`config.mk`:
```
export PLATFORM = sky130hd
export DESIGN_NAME = block_table_heap_allocator
export DESIGN_NICKNAME = d
export VERILOG_FILES = /design/src/rtl/core/bta_pkg.sv /design/src/rtl/core/bta_table.sv /design/src/rtl/core/block_table_heap_allocator.sv
export SDC_FILE = /design/constraint.sdc
export NUM_CORES = 2
export LEC_CHECK = 0
export BUFFER_PORTS_ARGS = -buffer_cell sky130_fd_sc_hd__buf_2
export CAP_MARGIN = 30
export CORE_ASPECT_RATIO = 1.4
export CORE_UTILIZATION = 50
export CTS_CLUSTER_DIAMETER = 200
export CTS_CLUSTER_SIZE = 8
export DETAILED_ROUTE_END_ITERATION = 16
export PLACE_DENSITY_LB_ADDON = 0.1
export REMOVE_ABC_BUFFERS = 1
export SYNTH_ARGS = -nofsm -noshare
export SYNTH_HDL_FRONTEND = slang
export SYNTH_HIERARCHICAL = 1
export SYNTH_SLANG_ARGS = --single-unit
```
`constraint.sdc`:
```
create_clock -name clock -period 118.6 [get_ports clock]
set_input_delay 23.72 -clock clock [delete_from_list [all_inputs] [get_ports clock]]
set_output_delay 23.72 -clock clock [all_outputs]
set_load 0.05 [all_outputs]
```
`src/rtl/core/bta_pkg.sv`:
```
// Shared types and constants for the block table heap allocator.
// Depends on nothing; imported by bta_table and block_table_heap_allocator.
`timescale 1ns / 1ps

package bta_pkg;

   localparam int BASE_W   = 32;
   localparam int BCOUNT_W = 11;
   localparam int DATA_W   = 32;
   localparam int PADDR_W  = 3;

   // register index, taken from paddr[2]
   localparam logic REG_HEAP_BASE   = 1'b0;
   localparam logic REG_BLOCK_COUNT = 1'b1;

   localparam logic ACT_ALLOC = 1'b0;
   localparam logic ACT_FREE  = 1'b1;

   localparam logic [1:0] ST_DONE   = 2'd0;
   localparam logic [1:0] ST_NOROOM = 2'd1;
   localparam logic [1:0] ST_REJECT = 2'd2;

   localparam logic [BCOUNT_W-1:0] BCOUNT_RESET = 11'd1024;

   typedef struct packed {
      logic first;
      logic next;
      logic taken;
   } tbl_entry_type;

   typedef enum logic [8:0] {
      S_CLEAR  = 9'b000000001,
      S_IDLE   = 9'b000000010,
      S_NEED   = 9'b000000100,
      S_SCAN   = 9'b000001000,
      S_MARK   = 9'b000010000,
      S_ADDR   = 9'b000100000,
      S_CHECK  = 9'b001000000,
      S_LOCATE = 9'b010000000,
      S_WALK   = 9'b100000000
   } state_type;

endpackage

```
`src/rtl/core/bta_table.sv`:
```
// Block flag table: one write port, one read port with registered data.
// Depends on bta_pkg for the entry type.
`timescale 1ns / 1ps

module bta_table
   import bta_pkg::*;
#(
   parameter int DEPTH  = 1024,
   parameter int ADDR_W = 10
) (
   input  logic                clock,
   input  logic                wr_en,
   input  logic [ADDR_W-1:0]   wr_addr,
   input  tbl_entry_type       wr_data,
   input  logic [ADDR_W-1:0]   rd_addr,
   output tbl_entry_type       rd_data
);

   tbl_entry_type mem [DEPTH];
   tbl_entry_type rd_data_ff;

   always_ff @(posedge clock) begin
      if (wr_en) begin
         mem[wr_addr] <= wr_data;
      end
      rd_data_ff <= mem[rd_addr];
   end

   assign rd_data = rd_data_ff;

endmodule

```
`src/rtl/core/block_table_heap_allocator.sv`:
```
// First-fit block table heap allocator: sequencer, shared adder, config regs.
// Allocate: size, scan for a free run, mark, form the address. Free: check the address,
// locate its block, walk the chain. One word per item; busy meanwhile.
// All byte arithmetic runs through one adder; the table has one read and one write port.
// After reset the table is cleared one entry a cycle, all MAX_BLOCKS entries, busy high.
// Each result word is shown for one cycle on rsp_valid; the receiver cannot stall.
`timescale 1ns / 1ps

module block_table_heap_allocator
   import bta_pkg::*;
#(
   parameter int MAX_BLOCKS  = 1024,
   parameter int BLOCK_BYTES = 4096
) (
   input  logic                clock,
   input  logic                reset,
   input  logic                start,
   output logic                busy,
   input  logic                req_action,
   input  logic [31:0]         req_alloc_bytes,
   input  logic [31:0]         req_free_addr,
   output logic                rsp_valid,
   output logic [31:0]         rsp_result_addr,
   output logic [1:0]          rsp_status,
   input  logic                psel,
   input  logic                penable,
   input  logic                pwrite,
   input  logic [PADDR_W-1:0]  paddr,
   input  logic [DATA_W-1:0]   pwdata,
   output logic [DATA_W-1:0]   prdata,
   output logic                pready
);

   localparam int CNT_W   = $clog2(MAX_BLOCKS + 1);
   localparam int IDX_W   = $clog2(MAX_BLOCKS);
   localparam int BB_W    = $clog2(BLOCK_BYTES + 1);
   localparam int ACC_RAW = CNT_W + BB_W;
   localparam int ACC_W   = (ACC_RAW > 33) ? ACC_RAW : 33;
   localparam int CMP_W   = (CNT_W > BCOUNT_W) ? CNT_W : BCOUNT_W;
   localparam logic [ACC_W-1:0] BB_C   = ACC_W'(BLOCK_BYTES);
   localparam logic [CNT_W-1:0] LAST_C = CNT_W'(MAX_BLOCKS - 1);

   state_type            state_ff, state_in;
   logic [CNT_W-1:0]     ptr_ff, ptr_in;
   logic [CNT_W-1:0]     ev_ff, ev_in;
   logic                 ev_vld_ff, ev_vld_in;
   logic [ACC_W-1:0]     acc_ff, acc_in;
   logic [CNT_W-1:0]     need_ff, need_in;
   logic [CNT_W-1:0]     run_ff, run_in;
   logic [CNT_W-1:0]     start_idx_ff, start_idx_in;
   logic [ACC_W-1:0]     start_off_ff, start_off_in;
   logic [CNT_W-1:0]     end_idx_ff, end_idx_in;
   logic [ACC_W-1:0]     rel_ff, rel_in;
   logic                 action_ff, action_in;
   logic [31:0]          bytes_ff, bytes_in;
   logic [31:0]          addr_ff, addr_in;
   logic                 rsp_valid_ff, rsp_valid_in;
   logic [31:0]          rsp_addr_ff, rsp_addr_in;
   logic [1:0]           rsp_status_ff, rsp_status_in;
   logic [BASE_W-1:0]    base_ff;
   logic [BCOUNT_W-1:0]  bcount_ff;

   logic [ACC_W-1:0]     add_a, add_b, sum;
   logic                 add_cin;
   logic [CMP_W-1:0]     bc_ext, max_ext;
   logic [CNT_W-1:0]     n_use;
   logic                 tbl_wr_en;
   logic [IDX_W-1:0]     tbl_wr_addr;
   tbl_entry_type        tbl_wr_data, tbl_rd_data;
   logic [CNT_W-1:0]     start_now;
   logic [ACC_W-1:0]     start_off_now;
   logic                 accept, cfg_wr;

   assign accept = start && !busy;
   assign cfg_wr = psel && penable && pwrite && pready;

   // blocks in use
   assign bc_ext  = CMP_W'(bcount_ff);
   assign max_ext = CMP_W'(MAX_BLOCKS);
   assign n_use   = CNT_W'((bc_ext < max_ext) ? bc_ext : max_ext);

   // shared adder
   always_comb begin
      add_a   = '0;
      add_b   = '0;
      add_cin = 1'b0;
      unique case (state_ff)
         S_NEED, S_SCAN, S_LOCATE: begin
            add_a = acc_ff;
            add_b = BB_C;
         end
         S_CHECK: begin
            add_a   = ACC_W'(addr_ff);
            add_b   = ~ACC_W'(base_ff);
            add_cin = 1'b1;
         end
         S_ADDR: begin
            add_a = ACC_W'(base_ff);
            add_b = start_off_ff;
         end
         default: begin
         end
      endcase
      sum = add_a + add_b + ACC_W'(add_cin);
   end

   assign start_now     = (run_ff == '0) ? ev_ff : start_idx_ff;
   assign start_off_now = (run_ff == '0) ? acc_ff : start_off_ff;

   always_comb begin
      state_in      = state_ff;
      ptr_in        = ptr_ff;
      ev_in         = ev_ff;
      ev_vld_in     = ev_vld_ff;
      acc_in        = acc_ff;
      need_in       = need_ff;
      run_in        = run_ff;
      start_idx_in  = start_idx_ff;
      start_off_in  = start_off_ff;
      end_idx_in    = end_idx_ff;
      rel_in        = rel_ff;
      action_in     = action_ff;
      bytes_in      = bytes_ff;
      addr_in       = addr_ff;
      rsp_valid_in  = 1'b0;
      rsp_addr_in   = rsp_addr_ff;
      rsp_status_in = rsp_status_ff;
      tbl_wr_en     = 1'b0;
      tbl_wr_addr   = ptr_ff[IDX_W-1:0];
      tbl_wr_data   = '0;

      unique case (state_ff)
         S_CLEAR: begin
            tbl_wr_en = 1'b1;
            if (ptr_ff == LAST_C) begin
               ptr_in   = '0;
               state_in = S_IDLE;
            end else begin
               ptr_in = ptr_ff + 1'b1;
            end
         end
         S_IDLE: begin
            if (accept) begin
               action_in = req_action;
               bytes_in  = req_alloc_bytes;
               addr_in   = req_free_addr;
               acc_in    = '0;
               need_in   = '0;
               state_in  = (req_action == ACT_FREE) ? S_CHECK : S_NEED;
            end
         end
         S_NEED: begin
            if (bytes_ff == '0) begin
               rsp_valid_in  = 1'b1;
               rsp_addr_in   = '0;
               rsp_status_in = ST_REJECT;
               state_in      = S_IDLE;
            end else if (acc_ff >= ACC_W'(bytes_ff)) begin
               acc_in    = '0;
               ptr_in    = '0;
               ev_vld_in = 1'b0;
               run_in    = '0;
               state_in  = S_SCAN;
            end else if (need_ff == n_use) begin
               rsp_valid_in  = 1'b1;
               rsp_addr_in   = '0;
               rsp_status_in = ST_NOROOM;
               state_in      = S_IDLE;
            end else begin
               acc_in  = sum;
               need_in = need_ff + 1'b1;
            end
         end
         S_SCAN: begin
            ptr_in    = ptr_ff + 1'b1;
            ev_in     = ptr_ff;
            ev_vld_in = 1'b1;
            if (ev_vld_ff) begin
               if (ev_ff == n_use) begin
                  rsp_valid_in  = 1'b1;
                  rsp_addr_in   = '0;
                  rsp_status_in = ST_NOROOM;
                  state_in      = S_IDLE;
               end else begin
                  acc_in = sum;
                  if (tbl_rd_data.taken) begin
                     run_in = '0;
                  end else begin
                     run_in       = run_ff + 1'b1;
                     start_idx_in = start_now;
                     start_off_in = start_off_now;
                     if (run_ff + 1'b1 == need_ff) begin
                        end_idx_in = ev_ff;
                        ptr_in     = start_now;
                        state_in   = S_MARK;
                     end
                  end
               end
            end
         end
         S_MARK: begin
            tbl_wr_en         = 1'b1;
            tbl_wr_data.taken = 1'b1;
            tbl_wr_data.next  = (ptr_ff != end_idx_ff);
            tbl_wr_data.first = (ptr_ff == start_idx_ff);
            if (ptr_ff == end_idx_ff) begin
               state_in = S_ADDR;
            end else begin
               ptr_in = ptr_ff + 1'b1;
            end
         end
         S_ADDR: begin
            rsp_valid_in  = 1'b1;
            rsp_addr_in   = sum[31:0];
            rsp_status_in = ST_DONE;
            state_in      = S_IDLE;
         end
         S_CHECK: begin
            rel_in = sum;
            if (addr_ff == '0 || sum[ACC_W-1]) begin
               rsp_valid_in  = 1'b1;
               rsp_addr_in   = '0;
               rsp_status_in = ST_REJECT;
               state_in      = S_IDLE;
            end else begin
               acc_in   = '0;
               ptr_in   = '0;
               state_in = S_LOCATE;
            end
         end
         S_LOCATE: begin
            if (ptr_ff == n_use) begin
               rsp_valid_in  = 1'b1;
               rsp_addr_in   = '0;
               rsp_status_in = ST_REJECT;
               state_in      = S_IDLE;
            end else if (rel_ff < sum) begin
               ev_vld_in = 1'b0;
               state_in  = S_WALK;
            end else begin
               acc_in = sum;
               ptr_in = ptr_ff + 1'b1;
            end
         end
         S_WALK: begin
            ptr_in      = ptr_ff + 1'b1;
            ev_in       = ptr_ff;
            ev_vld_in   = 1'b1;
            tbl_wr_addr = ev_ff[IDX_W-1:0];
            if (ev_vld_ff) begin
               if (ev_ff == n_use || !tbl_rd_data.taken) begin
                  rsp_valid_in  = 1'b1;
                  rsp_addr_in   = '0;
                  rsp_status_in = ST_DONE;
                  state_in      = S_IDLE;
               end else begin
                  tbl_wr_en = 1'b1;
                  if (!tbl_rd_data.next) begin
                     rsp_valid_in  = 1'b1;
                     rsp_addr_in   = '0;
                     rsp_status_in = ST_DONE;
                     state_in      = S_IDLE;
                  end
               end
            end
         end
         default: begin
            state_in = S_IDLE;
         end
      endcase
   end

   always_ff @(posedge clock) begin
      if (reset) begin
         state_ff     <= S_CLEAR;
         ptr_ff       <= '0;
         ev_vld_ff    <= 1'b0;
         rsp_valid_ff <= 1'b0;
      end else begin
         state_ff     <= state_in;
         ptr_ff       <= ptr_in;
         ev_vld_ff    <= ev_vld_in;
         rsp_valid_ff <= rsp_valid_in;
      end
   end

   always_ff @(posedge clock) begin
      ev_ff         <= ev_in;
      acc_ff        <= acc_in;
      need_ff       <= need_in;
      run_ff        <= run_in;
      start_idx_ff  <= start_idx_in;
      start_off_ff  <= start_off_in;
      end_idx_ff    <= end_idx_in;
      rel_ff        <= rel_in;
      action_ff     <= action_in;
      bytes_ff      <= bytes_in;
      addr_ff       <= addr_in;
      rsp_addr_ff   <= rsp_addr_in;
      rsp_status_ff <= rsp_status_in;
   end

   // config registers
   always_ff @(posedge clock) begin
      if (reset) begin
         base_ff   <= '0;
         bcount_ff <= BCOUNT_RESET;
      end else if (cfg_wr) begin
         unique case (paddr[2])
            REG_HEAP_BASE:   base_ff   <= pwdata[BASE_W-1:0];
            REG_BLOCK_COUNT: bcount_ff <= pwdata[BCOUNT_W-1:0];
            default: begin
            end
         endcase
      end
   end

   always_comb begin
      unique case (paddr[2])
         REG_HEAP_BASE:   prdata = DATA_W'(base_ff);
         REG_BLOCK_COUNT: prdata = DATA_W'(bcount_ff);
         default:         prdata = '0;
      endcase
   end

   assign pready = 1'b1;

   bta_table #(
      .DEPTH  (MAX_BLOCKS),
      .ADDR_W (IDX_W)
   ) u_table (
      .clock   (clock),
      .wr_en   (tbl_wr_en),
      .wr_addr (tbl_wr_addr),
      .wr_data (tbl_wr_data),
      .rd_addr (ptr_ff[IDX_W-1:0]),
      .rd_data (tbl_rd_data)
   );

   assign busy            = (state_ff != S_IDLE);
   assign rsp_valid       = rsp_valid_ff;
   assign rsp_result_addr = rsp_addr_ff;
   assign rsp_status      = rsp_status_ff;

   a_rsp_when_idle: assert property (@(posedge clock) disable iff (reset)
      rsp_valid |-> !busy)
      else $error("result word shown while busy");

   a_accept_busy: assert property (@(posedge clock) disable iff (reset)
      (start && !busy) |=> busy)
      else $error("accepted word did not start work");

   a_single_strobe: assert property (@(posedge clock) disable iff (reset)
      rsp_valid |=> !rsp_valid)
      else $error("result strobe held more than one cycle");

   a_fail_zero_addr: assert property (@(posedge clock) disable iff (reset)
      (rsp_valid && rsp_status != ST_DONE) |-> (rsp_result_addr == '0))
      else $error("failed word carries an address");

endmodule
```
# Yosys cells after proc, flatten, opt, wreduce, memory -nomap -nowiden
# Memory sizes are Yosys's and may differ from the RTL's. A register that Yosys moved wholly into a read port is not among the register bits.
# Cells that the tools add are included.
dict set report totals {
  mem_count 1
  elab_cells 207
  out_inout_bits 69
  ramBits 3072
  register_bits 317
  in_bits 106
}
# memory words word_bits read_ports rd_ports_with_merged_regs write_ports line_no
set memory_table {}
lappend memory_table {u_table.mem 1024 3 1 1 1 bta_table.sv:19} ;# tbl_entry_type mem [DEPTH];
dict set report classes {
  bitwise_logic 4
  reduce_logical 32
  n_eq_ne 44
  addsub 5
  n_lt_le_gt_ge 3
  mux 100
}
# op n
set op_table {}
lappend op_table {{32-bit two-way mux} 10}
lappend op_table {{33-bit two-way mux} 9}
lappend op_table {{11-bit two-way mux} 20}
lappend op_table {{33-bit case mux with 3 select lines} 2}
lappend op_table {{32-bit case mux with 6 select lines} 1}
lappend op_table {{33-bit case mux with 5 select lines} 1}
lappend op_table {{9-bit two-way mux} 15}
lappend op_table {{11-bit case mux with 7 select lines} 1}
lappend op_table {{9-bit case mux with 8 select lines} 1}
lappend op_table {{11-bit == test} 6}
lappend op_table {{32-bit zero test} 2}
lappend op_table {{32-bit case mux with 2 select lines} 1}
lappend op_table {{11-bit case mux with 2 select lines} 2}
lappend op_table {{2-bit inequality test, second input constant} 18}
lappend op_table {{11-bit by 1-bit adder with 11-bit output, second input constant} 3}
lappend op_table {{33-bit by 1-bit adder with 33-bit output} 1}
lappend op_table {{33-bit adder} 1}
lappend op_table {{33-bit by 32-bit >= comparator with 1-bit output} 1}
lappend op_table {{33-bit < comparator} 1}
lappend op_table {{32-bit NOT with 33-bit output} 1}
lappend op_table {{5-bit AND reduction} 5}
lappend op_table {{3-bit inequality test, second input constant} 7}
lappend op_table {{2-bit two-way mux} 10}
lappend op_table {{1-bit two-way mux} 19}
lappend op_table {{other kinds (39)} 50}

# Depth between registers and ports, before layout
dict set report depth {
  depth_word 9
  ltp_mapped 30
  mapped_depth_nobuf 27
}

# Hierarchy
# The synthesis kept the hierarchy.
# module instances cells_each area_each_um2 seq_area_each_um2
set modules_own_cells {}
lappend modules_own_cells {bta_table 1 6544 123702.4 92308.5}
lappend modules_own_cells {block_table_heap_allocator 1 1714 17699.5 8868.5}

# Worst setup path after synthesis
# No wires, ideal clock.
dict set report synth_timing {
  kind {reg-to-reg}
  start {reg state_ff[3]}
  end {mem u_table/mem[0][2] (netlist bit), data pin}
  setup_ps 10595
  path_buffers 1
  t_arrival_ps 54968
  slack_ps 53038
  period_less_slack_ps 65562
  stages_incl_launch_ff 6
  path_cell_list {dfxtp_1 > buf_2 > nor3_1 > nand3b_1 > or2_2 > nor4_1}
}
# item line_no
set synth_lines {}
lappend synth_lines {{from (decl)} block_table_heap_allocator.sv:43} ;# state_type state_ff, state_in;
lappend synth_lines {{from (signal assigned)} block_table_heap_allocator.sv:280} ;# state_ff <= state_in;
lappend synth_lines {{to (decl)} bta_table.sv:19}

# Worst setup path in the final report
dict set report layout_timing {
  start {in paddr[2]}
  end {out prdata[5]}
}
dict set report layout_via {
  elab_chain_cells 2
}
# item line_no
set layout_rtl {}
lappend layout_rtl {{from (decl)} block_table_heap_allocator.sv:28} ;# input logic [PADDR_W-1:0] paddr,
lappend layout_rtl {{1-bit NOT} block_table_heap_allocator.sv:319} ;# unique case (paddr[2])
lappend layout_rtl {{32-bit case mux with 2 select lines *} block_table_heap_allocator.sv:319}
lappend layout_rtl {{to (decl)} block_table_heap_allocator.sv:30} ;# output logic [DATA_W-1:0] prdata,
# Mark *: on every way between the ends. The rest lies on a longest branch, timed or not.

==> results_dict.tcl <==
set metrics [dict create \
    outcome "finished, final reports clean" \
    r2r_start "state_ff[3]$_SDFFE_PP0P_" \
    switching_share_pct 23.4 \
    cts_buffer_depth 4 \
    clk_latency_ns 0.88 \
    finalNetCount 6955 \
    drtIter0Drc 6088 \
    post_drt_wl_per_cell_um 30.4 \
    drc 0 \
    leakage_nw 32.1 \
    ys_warn_count 6 \
    grt_pass1_wl_um 415000 \
    drt-pass1-iter-count 10 \
    cts.sinks 2367 \
    fill_cells 16100 \
    cpMostUsedCell "buf_2" \
    via_per_inst 6.26 \
    hold_path_depth 0 \
    start_util_pct 50.4 \
    antenna_found_initial 7 \
    worstMarginPinSlew_ns 1.14 \
    worstSetupStartpoint "paddr[2]" \
    grt.total_usage_pct 27.7 \
    chipHeight_um 538 \
    drv_cap 0 \
    finalWorstSetupSlack_ns 69.92 \
    path_class "in -> out" \
    cp_cell_sequence "buf_2 -> mux2_2 -> buf_2" \
    die_x_um 385 \
    critPathRequiredTime_ns 94.88 \
    grt.overflow.total 0 \
    postCtsSetupBuffers 0 \
    place_ws_ns 69.88 \
    core_area_um2 204000 \
    cts_hold_buf 0 \
    dpl_cell_area_um2 106000 \
    p_seq_share_pct 47.0 \
    hpwlAfterDp_um 169000 \
    die_area_um2 207000 \
    synth.cell_area_um2 103000 \
    irDropWorstVdd_mv 0.0110 \
    ctsResizeCount 0 \
    grt_max_degree 219 \
    numPortBuffers 171 \
    holdWs_ns 0.489 \
    fp-row-count 196 \
    num_vias 59500 \
    p_clk_share_pct 43.8 \
    hp-class "reg -> reg" \
    cts_tree "built" \
    report.power.total_mw 1.95 \
    htree_levels 5 \
    tns_ns 0 \
    internal-power_mw 1.49 \
    grt_pass1_vias 61400 \
    cts-root-buf "clkbuf_16" \
    holdCritStartpoint "ev_ff[2]$_DFFE_PP_" \
    finalMaxSlewViolations 0 \
    comb_power_share_pct 9.2 \
    fin_crit_ns 48.68 \
    area_growth_pct 11.8 \
    ant_nets 0 \
    fmax_mhz 20.5 \
    gp_congestion 0.851 \
    powerDensity_nw_per_um2 16.9 \
    setup_viol 0 \
    switchingPower_mw 0.456 \
    synth_cells 6637 \
    cp.arrival_ns 24.96 \
    relSlewSlack_pct 24.0 \
    clock_skew_ns 0.0636 \
    routed_wl_um 289000 \
    critPathLaunchType "input port" \
    slowest_stage "buf_2" \
    max_stage_delay_ns 0.59 \
    drive_gt1_share_pct 19.0 \
    crit_path_max_fanout 35 \
    cp-end-kind "output pin" \
    finalHoldViolCount 0 \
    rsz0062_at_grt "no" \
    finalInstanceArea_um2 115000 \
    period_share_pct 41.0 \
    reg2regPathDepth 26 \
    clk_pin_slew_ns 0.05 \
    cts_made_buffers 337 \
    avgSynthCellArea_um2 15.5 \
    num_io_pins 175 \
]
[final timing paths]
check | slack (ns) | endpoint
min | 0.49 | end_idx_ff[2]$_DFFE_PP_
max reg2reg | 110.26 | acc_ff[27]$_DFFE_PP_
max | 69.92 | prdata[5]
min reg2reg | 0.49 | end_idx_ff[2]$_DFFE_PP_
[layout by cell type, fill, tap and decap left out, types with 132 or more instances in the layout]
cell type / instances
a21oi_1: 158
clkbuf_16: 344
edfxtp_1: 2300
mux4_2: 415
nand2_1: 289
buf_4: 148
mux2i_1: 224
inv_1: 132
nor2_1: 1213
buf_2: 175
[per-stage QoR]
step           cells  utilization [%]
6_report        9496             56.3
3_3_place_gp    9053             51.5
3_5_place_dp    9081             51.8
2_1_floorplan   6056                -
4_1_cts         9490             56.3
5_1_grt         9494             56.3
[power by group through the flow]
stage / logic, mW / clock network (mW) / registers, mW
after floorplan: 0.188 / 0 / 0.964
after global placement: 0.180 / 0 / 0.930
after detailed placement: 0.181 / 0 / 0.930
after CTS: 0.181 / 0.866 / 0.915
after global routing: 0.187 / 0.897 / 0.914
final: 0.179 / 0.853 / 0.915
[cell type report]
cell class / count / area [µm²] / share of cell area (%)
flip-flops and latches: 2367 / 70400 / 61.3
clock inverters: 17 / 309 / 0.269
well taps: 2673 / 3340 / 2.91
inverters: 136 / 522 / 0.454
clock buffers: 392 / 8790 / 7.65
diodes: 3 / 7.51 / 0.00653
repair buffers: 355 / 2750 / 2.39
multi-input cells: 3553 / 28700 / 25.0
[layer usage]
metal  share of wire, %  GRT usage (%)  vias up
met3                6.1           3.67      503
met2                 52           48.7     2322
met5             0.0062              0        -
met4                4.2           11.0        2
li1                   -              -    25600
met1                 38           34.4    31100
[critical path, delay by kind of cell]
kind | cells | cell delay (ns)
multiplexers | 1 | 0.42
buffers and inverters | 2 | 0.80
[flip-flops by register name, summed over array words and instances, names as in the netlist, 32 cells and up]
name	flops
rel_ff	33
addr_ff	32
rsp_result_addr	32
bytes_ff	32
acc_ff	33
base_ff	32
start_off_ff	33
u_table/mem	2048
Note: power is estimated with default switching activity, not from simulation.
